--- src/hw/rtl/pst_pkg.sv ---
// Shared types and constants for the point set table.
// Used by pst_front, pst_queue, pst_back and point_set_table; depends on nothing.
package pst_pkg;

   // Table size and derived widths
   localparam int CAPACITY    = 64;
   localparam int IDX_W       = $clog2(CAPACITY);
   localparam int CNT_W       = $clog2(CAPACITY + 1);

   // Field widths on the streams
   localparam int COORD_W     = 32;
   localparam int KEY_W       = 2 * COORD_W;
   localparam int TRIM_W      = 7;
   localparam int KIND_W      = 2;
   localparam int STAT_W      = 2;
   localparam int POS_W       = 6;
   localparam int OCC_W       = 7;
   localparam int REQ_DATA_W  = 72;
   localparam int RSP_DATA_W  = 16;

   // Request queue between front and back
   localparam int QUEUE_DEPTH = 2;
   localparam int QPTR_W      = $clog2(QUEUE_DEPTH);
   localparam int QCNT_W      = $clog2(QUEUE_DEPTH + 1);

   typedef enum logic [KIND_W-1:0] {
      REQ_ADD    = 2'd0,
      REQ_REMOVE = 2'd1,
      REQ_LOOKUP = 2'd2,
      REQ_TRIM   = 2'd3
   } req_kind_type;

   typedef enum logic [STAT_W-1:0] {
      STAT_DONE    = 2'd0,
      STAT_PRESENT = 2'd1,
      STAT_ABSENT  = 2'd2,
      STAT_FULL    = 2'd3
   } status_type;

   // One classified request: key is {x, y}
   typedef struct packed {
      req_kind_type           kind;
      logic [KEY_W-1:0]       key;
      logic [TRIM_W-1:0]      trim;
   } op_type;

   // One result
   typedef struct packed {
      status_type             status;
      logic [POS_W-1:0]       position;
      logic [OCC_W-1:0]       occupancy;
   } rsp_type;

endpackage

--- src/hw/rtl/pst_front.sv ---
// Front end of the point set table: unpacks and classifies incoming requests.
// Depends on pst_pkg; feeds pst_queue.
module pst_front (
   input  logic                        req_tvalid,
   output logic                        req_tready,
   input  logic [pst_pkg::KIND_W-1:0]  req_tuser,
   input  logic [pst_pkg::REQ_DATA_W-1:0] req_tdata,
   output logic                        push_valid,
   input  logic                        push_ready,
   output pst_pkg::op_type             push_op
);

   logic [pst_pkg::COORD_W-1:0] coord_x;
   logic [pst_pkg::COORD_W-1:0] coord_y;
   logic [pst_pkg::TRIM_W-1:0]  trim_count;
   pst_pkg::req_kind_type       kind;

   // Unpack fields
   assign coord_x    = req_tdata[pst_pkg::COORD_W-1:0];
   assign coord_y    = req_tdata[2*pst_pkg::COORD_W-1:pst_pkg::COORD_W];
   assign trim_count = req_tdata[2*pst_pkg::COORD_W +: pst_pkg::TRIM_W];
   assign kind       = pst_pkg::req_kind_type'(req_tuser);

   // Classify: a trim carries only its count, a point request only its key
   always_comb begin
      push_op.kind = kind;
      if (kind == pst_pkg::REQ_TRIM) begin
         push_op.key  = '0;
         push_op.trim = trim_count;
      end else begin
         push_op.key  = {coord_x, coord_y};
         push_op.trim = '0;
      end
   end

   assign push_valid = req_tvalid;
   assign req_tready = push_ready;

endmodule

--- src/hw/rtl/pst_queue.sv ---
// Short request queue that decouples the front end from the table engine.
// Depends on pst_pkg.
module pst_queue (
   input  logic             clock,
   input  logic             reset,
   input  logic             push_valid,
   output logic             push_ready,
   input  pst_pkg::op_type  push_op,
   output logic             pop_valid,
   input  logic             pop_ready,
   output pst_pkg::op_type  pop_op
);

   pst_pkg::op_type             entry_ff [pst_pkg::QUEUE_DEPTH];
   logic [pst_pkg::QPTR_W-1:0]  wr_ptr_ff, wr_ptr_in;
   logic [pst_pkg::QPTR_W-1:0]  rd_ptr_ff, rd_ptr_in;
   logic [pst_pkg::QCNT_W-1:0]  fill_ff, fill_in;
   logic                        do_push;
   logic                        do_pop;

   assign push_ready = (fill_ff != pst_pkg::QCNT_W'(pst_pkg::QUEUE_DEPTH));
   assign pop_valid  = (fill_ff != '0);
   assign pop_op     = entry_ff[rd_ptr_ff];
   assign do_push    = push_valid && push_ready;
   assign do_pop     = pop_valid && pop_ready;

   // Advance pointers and fill level
   always_comb begin
      wr_ptr_in = do_push ? wr_ptr_ff + 1'b1 : wr_ptr_ff;
      rd_ptr_in = do_pop  ? rd_ptr_ff + 1'b1 : rd_ptr_ff;
      fill_in   = fill_ff;
      if (do_push && !do_pop) begin
         fill_in = fill_ff + 1'b1;
      end else if (do_pop && !do_push) begin
         fill_in = fill_ff - 1'b1;
      end
   end

   always_ff @(posedge clock) begin
      if (reset) begin
         wr_ptr_ff <= '0;
         rd_ptr_ff <= '0;
         fill_ff   <= '0;
      end else begin
         wr_ptr_ff <= wr_ptr_in;
         rd_ptr_ff <= rd_ptr_in;
         fill_ff   <= fill_in;
      end
   end

   // Store pushed requests
   always_ff @(posedge clock) begin
      if (do_push) begin
         entry_ff[wr_ptr_ff] <= push_op;
      end
   end

endmodule

--- src/hw/rtl/pst_back.sv ---
// Table engine of the point set table: point memory, linear search, shift-down
// on remove, trim, and the result register. Depends on pst_pkg.
module pst_back (
   input  logic                          clock,
   input  logic                          reset,
   input  logic                          pop_valid,
   output logic                          pop_ready,
   input  pst_pkg::op_type               pop_op,
   output logic                          rsp_tvalid,
   input  logic                          rsp_tready,
   output logic [pst_pkg::STAT_W-1:0]    rsp_tuser,
   output logic [pst_pkg::RSP_DATA_W-1:0] rsp_tdata
);

   typedef enum logic [1:0] {
      S_IDLE,
      S_SEARCH,
      S_SHIFT
   } state_type;

   state_type                    state_ff, state_in;
   pst_pkg::op_type              op_ff, op_in;
   logic [pst_pkg::CNT_W-1:0]    count_ff, count_in;
   logic [pst_pkg::CNT_W-1:0]    scan_ff, scan_in;
   logic                         pend_ff, pend_in;
   logic [pst_pkg::IDX_W-1:0]    pend_idx_ff, pend_idx_in;
   logic [pst_pkg::IDX_W-1:0]    match_idx_ff, match_idx_in;
   logic                         rsp_vld_ff, rsp_vld_in;
   pst_pkg::rsp_type             rsp_ff, rsp_in;
   logic [pst_pkg::KEY_W-1:0]    rd_data_ff;

   logic [pst_pkg::KEY_W-1:0]    point_mem [pst_pkg::CAPACITY];
   logic                         mem_we;
   logic [pst_pkg::IDX_W-1:0]    mem_waddr;
   logic [pst_pkg::KEY_W-1:0]    mem_wdata;
   logic                         mem_re;
   logic [pst_pkg::IDX_W-1:0]    mem_raddr;

   logic                         slot_free;
   logic                         hit;
   logic                         more;
   logic                         is_full;

   assign slot_free = !rsp_vld_ff || rsp_tready;
   assign pop_ready = (state_ff == S_IDLE) && slot_free;
   assign hit       = pend_ff && (rd_data_ff == op_ff.key);
   assign more      = (scan_ff < count_ff);
   assign is_full   = (count_ff == pst_pkg::CNT_W'(pst_pkg::CAPACITY));

   // Sequence search, shift and trim; load the result register on completion
   always_comb begin
      state_in     = state_ff;
      op_in        = op_ff;
      count_in     = count_ff;
      scan_in      = scan_ff;
      pend_in      = pend_ff;
      pend_idx_in  = pend_idx_ff;
      match_idx_in = match_idx_ff;
      rsp_vld_in   = rsp_vld_ff && !rsp_tready;
      rsp_in       = rsp_ff;
      mem_we       = 1'b0;
      mem_waddr    = pend_idx_ff;
      mem_wdata    = rd_data_ff;
      mem_re       = 1'b0;
      mem_raddr    = scan_ff[pst_pkg::IDX_W-1:0];

      case (state_ff)
         S_IDLE: begin
            if (pop_valid && pop_ready) begin
               op_in = pop_op;
               if (pop_op.kind == pst_pkg::REQ_TRIM) begin
                  // Drop the tail, saturating at empty
                  if (32'(pop_op.trim) >= 32'(count_ff)) begin
                     count_in = '0;
                  end else begin
                     count_in = count_ff - pst_pkg::CNT_W'(pop_op.trim);
                  end
                  rsp_vld_in         = 1'b1;
                  rsp_in.status      = pst_pkg::STAT_DONE;
                  rsp_in.position    = '0;
                  rsp_in.occupancy   = pst_pkg::OCC_W'(count_in);
               end else begin
                  state_in = S_SEARCH;
                  scan_in  = '0;
                  pend_in  = 1'b0;
               end
            end
         end

         S_SEARCH: begin
            pend_in = 1'b0;
            if (hit) begin
               match_idx_in = pend_idx_ff;
               if (op_ff.kind == pst_pkg::REQ_REMOVE) begin
                  // Start moving later entries down one place
                  state_in = S_SHIFT;
                  scan_in  = pst_pkg::CNT_W'(pend_idx_ff) + 1'b1;
               end else begin
                  state_in         = S_IDLE;
                  rsp_vld_in       = 1'b1;
                  rsp_in.status    = (op_ff.kind == pst_pkg::REQ_ADD) ?
                                     pst_pkg::STAT_PRESENT : pst_pkg::STAT_DONE;
                  rsp_in.position  = pst_pkg::POS_W'(pend_idx_ff);
                  rsp_in.occupancy = pst_pkg::OCC_W'(count_ff);
               end
            end else if (more) begin
               // Read the next entry; compare it next cycle
               mem_re      = 1'b1;
               mem_raddr   = scan_ff[pst_pkg::IDX_W-1:0];
               pend_in     = 1'b1;
               pend_idx_in = scan_ff[pst_pkg::IDX_W-1:0];
               scan_in     = scan_ff + 1'b1;
            end else begin
               // No match anywhere
               state_in         = S_IDLE;
               rsp_vld_in       = 1'b1;
               rsp_in.position  = '0;
               rsp_in.occupancy = pst_pkg::OCC_W'(count_ff);
               if (op_ff.kind == pst_pkg::REQ_ADD) begin
                  if (is_full) begin
                     rsp_in.status = pst_pkg::STAT_FULL;
                  end else begin
                     mem_we           = 1'b1;
                     mem_waddr        = count_ff[pst_pkg::IDX_W-1:0];
                     mem_wdata        = op_ff.key;
                     count_in         = count_ff + 1'b1;
                     rsp_in.status    = pst_pkg::STAT_DONE;
                     rsp_in.position  = pst_pkg::POS_W'(count_ff);
                     rsp_in.occupancy = pst_pkg::OCC_W'(count_in);
                  end
               end else begin
                  rsp_in.status = pst_pkg::STAT_ABSENT;
               end
            end
         end

         S_SHIFT: begin
            // Write back the entry read last cycle one place lower
            mem_we    = pend_ff;
            mem_waddr = pend_idx_ff;
            mem_wdata = rd_data_ff;
            if (more) begin
               mem_re      = 1'b1;
               mem_raddr   = scan_ff[pst_pkg::IDX_W-1:0];
               pend_in     = 1'b1;
               pend_idx_in = pst_pkg::IDX_W'(scan_ff - 1'b1);
               scan_in     = scan_ff + 1'b1;
            end else begin
               pend_in          = 1'b0;
               state_in         = S_IDLE;
               count_in         = count_ff - 1'b1;
               rsp_vld_in       = 1'b1;
               rsp_in.status    = pst_pkg::STAT_DONE;
               rsp_in.position  = pst_pkg::POS_W'(match_idx_ff);
               rsp_in.occupancy = pst_pkg::OCC_W'(count_in);
            end
         end

         default: begin
            state_in = S_IDLE;
         end
      endcase
   end

   always_ff @(posedge clock) begin
      if (reset) begin
         state_ff   <= S_IDLE;
         count_ff   <= '0;
         pend_ff    <= 1'b0;
         rsp_vld_ff <= 1'b0;
      end else begin
         state_ff   <= state_in;
         count_ff   <= count_in;
         pend_ff    <= pend_in;
         rsp_vld_ff <= rsp_vld_in;
      end
   end

   // Hold working payload
   always_ff @(posedge clock) begin
      op_ff        <= op_in;
      scan_ff      <= scan_in;
      pend_idx_ff  <= pend_idx_in;
      match_idx_ff <= match_idx_in;
      rsp_ff       <= rsp_in;
   end

   // Point memory: one write and one registered read per cycle
   always_ff @(posedge clock) begin
      if (mem_we) begin
         point_mem[mem_waddr] <= mem_wdata;
      end
      if (mem_re) begin
         rd_data_ff <= point_mem[mem_raddr];
      end
   end

   assign rsp_tvalid = rsp_vld_ff;
   assign rsp_tuser  = rsp_ff.status;
   assign rsp_tdata  = pst_pkg::RSP_DATA_W'({rsp_ff.occupancy, rsp_ff.position});

endmodule

--- src/hw/rtl/point_set_table.sv ---
// Point set table top level: front end, request queue and table engine.
// Depends on pst_pkg, pst_front, pst_queue and pst_back.
//
//  Channel | Ports        | tuser (low bit up) | tdata (low bit up)
//  --------+--------------+--------------------+--------------------------------------
//  request | req_t*       | req_type[1:0]      | coord_x[31:0], coord_y[63:32],
//          |              |                    | trim_count[70:64], zero[71]
//  result  | rsp_t*       | status[1:0]        | position[5:0], occupancy[12:6],
//          |              |                    | zero[15:13]
//
// A trim completes in the engine without a search. Add and lookup run a linear
// search at one memory read per cycle. A remove adds a shift-down of the later
// entries through the same memory port. Reset is synchronous and empties the
// table at once; no clearing pass. A two-entry queue keeps accepting requests,
// until both entries are full, while the engine works or a result waits in its
// output register.
module point_set_table (
   input  logic                            clock,
   input  logic                            reset,
   input  logic                            req_tvalid,
   output logic                            req_tready,
   input  logic [pst_pkg::KIND_W-1:0]      req_tuser,  // req_type
   input  logic [pst_pkg::REQ_DATA_W-1:0]  req_tdata,  // coord_x, coord_y, trim_count
   output logic                            rsp_tvalid,
   input  logic                            rsp_tready,
   output logic [pst_pkg::STAT_W-1:0]      rsp_tuser,  // status
   output logic [pst_pkg::RSP_DATA_W-1:0]  rsp_tdata   // position, occupancy
);

   logic             push_valid;
   logic             push_ready;
   pst_pkg::op_type  push_op;
   logic             pop_valid;
   logic             pop_ready;
   pst_pkg::op_type  pop_op;

   pst_front u_front (
      .req_tvalid (req_tvalid),
      .req_tready (req_tready),
      .req_tuser  (req_tuser),
      .req_tdata  (req_tdata),
      .push_valid (push_valid),
      .push_ready (push_ready),
      .push_op    (push_op)
   );

   pst_queue u_queue (
      .clock      (clock),
      .reset      (reset),
      .push_valid (push_valid),
      .push_ready (push_ready),
      .push_op    (push_op),
      .pop_valid  (pop_valid),
      .pop_ready  (pop_ready),
      .pop_op     (pop_op)
   );

   pst_back u_back (
      .clock      (clock),
      .reset      (reset),
      .pop_valid  (pop_valid),
      .pop_ready  (pop_ready),
      .pop_op     (pop_op),
      .rsp_tvalid (rsp_tvalid),
      .rsp_tready (rsp_tready),
      .rsp_tuser  (rsp_tuser),
      .rsp_tdata  (rsp_tdata)
   );

endmodule
--- config.mk ---
export PLATFORM = sky130hd
export DESIGN_NAME = point_set_table
export DESIGN_NICKNAME = d
export VERILOG_FILES = /design/src/hw/rtl/pst_pkg.sv /design/src/hw/rtl/pst_front.sv /design/src/hw/rtl/pst_queue.sv /design/src/hw/rtl/pst_back.sv /design/src/hw/rtl/point_set_table.sv
export SDC_FILE = /design/constraint.sdc
export NUM_CORES = 2
export LEC_CHECK = 0
export BUFFER_PORTS_ARGS = -buffer_cell sky130_fd_sc_hd__buf_2
export CORE_AREA = 2 2 556 558
export DETAILED_ROUTE_END_ITERATION = 8
export DIE_AREA = 0 0 558 560
export PLACE_DENSITY = 0.78
export SETUP_SLACK_MARGIN = 0.5
export SLEW_MARGIN = 10
export SYNTH_ARGS = -nofsm -noshare
export SYNTH_HDL_FRONTEND = slang
export SYNTH_MEMORY_MAX_BITS = 65536
export SYNTH_SLANG_ARGS = --single-unit
--- constraint.sdc ---
create_clock -name clock -period 7.36 [get_ports clock]
set_input_delay 1.472 -clock clock [delete_from_list [all_inputs] [get_ports clock]]
set_output_delay 1.472 -clock clock [all_outputs]
set_load 0.01 [all_outputs]
* Word level (Yosys, flattened, before mapping)
Memories as Yosys holds them, arrays and structs flattened. A register that Yosys moved wholly into a read port is not among the register bits. Cells that the tools add are included.
Word-level totals: flip-flop bits (word level) 115, RAM bits 4242, logic and storage cells 149, memories 2
Operators by class: add/subtract/negate cells 10, order comparisons 2, eq/ne operators 21, multiplexer cells 73, reduce and logical (&&, ||, !) cells 26
Memories:
- u_back.point_mem | depth 64, width 64, read ports 1, clocked after memory_dff 1, write ports 1, line pst_back.sv:32 | logic [pst_pkg::KEY_W-1:0] point_mem [pst_pkg::CAPACITY];
- u_queue.entry_ff | depth 2, width 73, read ports 1, clocked after memory_dff 1, write ports 1, line pst_queue.sv:14 | pst_pkg::op_type entry_ff [pst_pkg::QUEUE_DEPTH];
Operators with widths (count):
- $mux 64 | 5
- $mux 7 | 13
- $mux 15 | 6
- $mux 71 | 1
- $eq 64x64->1 | 1
- $mux 6 | 8
- $pmux 15 s3 | 1
- $pmux 7 s3 | 2
- $mux 13 | 2
- $mux 1 | 20
- $mux 2 | 9
- $ne 2x2->1 const B | 8
- $add 7x1->7 const B | 2
- $pmux 6 s2 | 1
- $reduce_and 4->1 | 2
- $reduce_and 8->1 | 1
- $add 6x1->7 const B | 1
- $eq 7x7->1 const B | 1
- $ge 7x7->1 | 1
- $logic_and 1x1->1 | 7
- $lt 7x7->1 | 1
- $sub 7x1->7 const B | 1
- $sub 7x7->7 | 1
- $eq 2x2->1 const B | 3
- other kinds (19) | 34

* Depth between registers and ports, before layout
depth after elaboration 8, mapped depth 13, depth with buffers taken out 11

* Modules after synthesis
From an unflattened synthesis, not the netlist that was laid out.
Second synthesis, totals: cells, all modules 7418, area total of the unflattened synthesis 172050.0 µm²
Modules (own cells, without submodules):
- pst_back | times used 1, cells an instance 7078, area each 165939.1 µm², seq. area each 128142.9 µm²
- pst_queue | times used 1, cells an instance 251, area each 5486.5 µm², seq. area each 4484.3 µm²
- pst_front | times used 1, cells an instance 89, area each 624.3 µm², seq. area each 0.0 µm²

* Worst setup path after synthesis
OpenSTA, ideal clock, no wires.
path kind register to register, from register u_back.count_ff[5] (netlist name), to memory u_back.point_mem[43][0] (netlist name) (enable), data arrival time 5.898 ns, required time 6.846 ns, path slack 0.948 ns, cell stages (with the launch flop) 12, path buffers 3, cells stage by stage dfxtp_1 clkbuf_1 clkinv_1 ha_1 a21oi_1 nor2b_1 a311oi_1 nand2_1 nand4_1 clkbuf_1 buf_2 mux2i_1
On the way: longest elaborated chain between the ends 8, elaborated cells on any way between the ends 14, those cells by class order compare (1); eq/ne (1); mux (12)
Ends and longest elaborated chain:
- start, declared | line pst_back.sv:23 | logic [pst_pkg::CNT_W-1:0] count_ff, count_in;
- start signal, assigned | line pst_back.sv:173 | count_ff <= count_in;
- branches (longest 8 deep; another with $lt 7x7->1)
- end, declared | line pst_back.sv:32
Several ways; the timed one is not identified.

* Worst setup path in the final report
from register u_back.op_ff[15] (netlist name), to memory u_back.point_mem[14][62] (netlist name) (data pin)
On the way: longest elaborated chain between the ends 4
Ends and longest elaborated chain:
- start, declared | line pst_back.sv:22 | pst_pkg::op_type op_ff, op_in;
- start signal, assigned | line pst_back.sv:181 | op_ff <= op_in;
- $eq 64x64->1 | line pst_back.sv:46 | assign hit = pend_ff && (rd_data_ff == op_ff.key);
- $logic_and 1x1->1 | line pst_back.sv:46
- $mux 64 | line pst_back.sv:92 | if (hit) begin
- $mux 64 | line pst_back.sv:67 | case (state_ff)
- named net u_back.mem_wdata (one bit) | line pst_back.sv:35 | logic [pst_pkg::KEY_W-1:0] mem_wdata;
The timed path passes the listed nets, and every way through them passes these cells.

==> out/qor.csv <==
metric;value;unit
Yosys warnings;0;
most common flop cell mapped by yosys;edfxtp_1;
Final HPWL DP;232000;um
Commonest cells post-synth;edfxtp_1 (4406), mux4_2 (1314), nand2_1 (233);
post-route ant nets;0;
Core ar.;307000;um2
DR vias/cell;7.24;
first-pass GRT wire length;686000;um
final count of pins violating max slew;0;
HP Class;register to register;
Final min period;7.28;ns
Worst setup SP type;register;
CTS clk-pin slew, worst paths;0.07;ns
Nets;7642;
Final Skew;0.0677;ns
Worst Tran Pin Value;1.42;ns
Die W;558;um
post_cts resized;0;
clk buf depth;4;
Area Growth Syn to Fin;12.4;%
Crit Path Max Fanout;64;
largest net degree at the start of global routing;127;
initial antenna violation count;22;
PortBufs;93;
layout cells sized above 1;31.1;%
number of CTS-inserted buffers;413;
status;finished with violations;
async set or reset register ratio after synthesis;0;%
grt ovf;0;
GRT Total Usage;31.7;%
final hold vios;0;
Peak VDD IR;0.289;mV
synth top area cells;edfxtp_1 (77%), mux4_2 (17%), mux2_2 (0.86%);
CTS Root Buffer Type;clkbuf_16;
failing checks;DRC;
Starting Density;55.7;%
Yosys top cell area share;77.3;%
critical path type;register to register;
Setup TNS Final;0;ns
Avg WL per Cell;41.2;um
DP Cell Count;11200;
CTS tree;done;
fmax;0.137;GHz
fin worst setup slack;0.0780;ns
final setup vio count;0;
Required @ worst endpoint;7.90;ns
Routed WL;495000;um
vias in the first global route;87400;
post-CTS setup buffers;0;
routed vias;87000;
DR pass1 iterations;9;
Post-Synthesis Cells;7175;
sequential fraction of the synthesis area;77.5;%
Avg Inst Size Synth;23.9;um2
#FFs+latches synth;4422;
1st-iter DRT viols;16400;
area of the mapped netlist;171000;um2
leakage power;0.0592;uW
RSZ-0062 raised after global routing;true;
I/O Pins;98;
# Max-Cap Violations;0;
gpl congestion;0.905;
post-synth cell types;62;
crit path DAT;7.82;ns
Non-Filler Instances;12000;
PwrDens;335;nW/um2
# DRC;47;
relative slew slack;4.54;%
period utilisation layout;98.9;%
Clk Latency, worst-skew pair;0.98;ns
EDFF count, synth;4406;
row cnt;204;
htree depth;5;
Setup crit end kind;register;
clock sink count;4422;
hold buffers post-CTS;0;
die area;312000;um2
count leader, synth;edfxtp_1;
die height;560;um
cell taking the most area after synthesis;edfxtp_1;
Place WS;1.30;ns
==> path summary, 6_finish.rpt <==
kind,to,slack [ns],depth (start not counted),startpoint
worst min register to register,u_queue.fill_ff[1],0.51,2,u_queue.fill_ff[1]
worst max register to register,u_back.point_mem[14][62],0.08,7,u_back.op_ff[15]
worst min-delay path,u_queue.fill_ff[1],0.51,2,u_queue.fill_ff[1]
worst max-delay path,u_back.point_mem[14][62],0.08,7,u_back.op_ff[15]
==> where the power goes <==
group	switching [uW]	internal, uW
combinational	7530	5680
clock	9660	12500
sequential	336	28700
==> cell families after synthesis <==
group / share of synthesized area, %
buffers and inverters: 1.01
AO/OA/AOI/OAI: 0.677
XOR/XNOR: 0.374
other: 0.00219
AND/OR/NAND/NOR: 1.63
adder cells (fa/ha/maj): 0.194
flip-flops: 77.5
multiplexers: 18.6
==> worst max-delay path: stages (launching register included) <==
cell      delay [ns]
edfxtp_1        0.43
xnor2_1         1.03
nand4_1         0.92
nor4_1          0.74
nand3_1         0.81
nand4_1         0.96
buf_4           0.69
mux2_2          1.12
==> metal layers <==
| metal | GRT usage (%) | wire (um) | vias up |
|---|---|---|---|
| met2 | 50.6 | 239000 | 8233 |
| met1 | 39.4 | 156000 | 45500 |
| met4 | 17.7 | 35100 | 12 |
| li1 | - | - | 31500 |
| met3 | 8.92 | 64200 | 1793 |
| met5 | 0.0154 | 138 | - |
==> through the flow <==
step / area (um2) / hold slack (ns) / total power (uW) / utilization, %
detailed placement: 179000 / 0.503 / 42000 / 58.1
floorplan: 171000 / 0.440 / 38100 / -
global route: 192000 / 0.522 / 65600 / 62.6
finish: 192000 / 0.515 / 64400 / 62.7
global placement: 179000 / 0.490 / 41800 / 58.1
CTS: 192000 / 0.511 / 64200 / 62.6
==> layout make-up <==
type,instances,area (um2)
repair buffers,318,2990
inverters,29,116
diodes,18,45.0
multi-input cells,2354,37700
clock buffers,482,10700
clock inverters,271,3060
well taps,4120,5150
fillers,18400,115000
flip-flops and latches,4422,133000
==> layout by cell type, fill, tap and decap left out, drive strengths merged, types with 30 or more instances in the layout <==
cell    synthesis  final
edfxtp       4406   4406
mux4         1314   1314
clkbuf        207    482
buf           165    318
nand2         233    233
clkinv          2    178
mux2          132    132
and2           99     99
mux2i          78     78
bufinv          0     58
nor2           46     46
xnor2          44     44
a211oi         42     42
inv            27     40
nand2b         37     37
a31oi          35     35
nor3           30     30
==> flip-flops by register name, summed over array words and instances, names as in the netlist, named ones only <==
| register | count |
|---|---|
| u_queue.entry_ff | 146 |
| u_back.rsp_tdata | 13 |
| u_back.rsp_tuser | 2 |
| u_back.state_ff | 2 |
| u_queue.wr_ptr_ff | 1 |
| u_back.pend_idx_ff | 6 |
| u_back.match_idx_ff | 6 |
| u_back.point_mem | 4096 |
| u_back.count_ff | 7 |
| u_back.rsp_tvalid | 1 |
| u_back.rd_data_ff | 64 |
| u_back.scan_ff | 7 |
| u_queue.fill_ff | 2 |
| u_queue.rd_ptr_ff | 1 |
| u_back.pend_ff | 1 |
| u_back.op_ff | 66 |
Note: power is estimated with default switching activity, not from simulation.
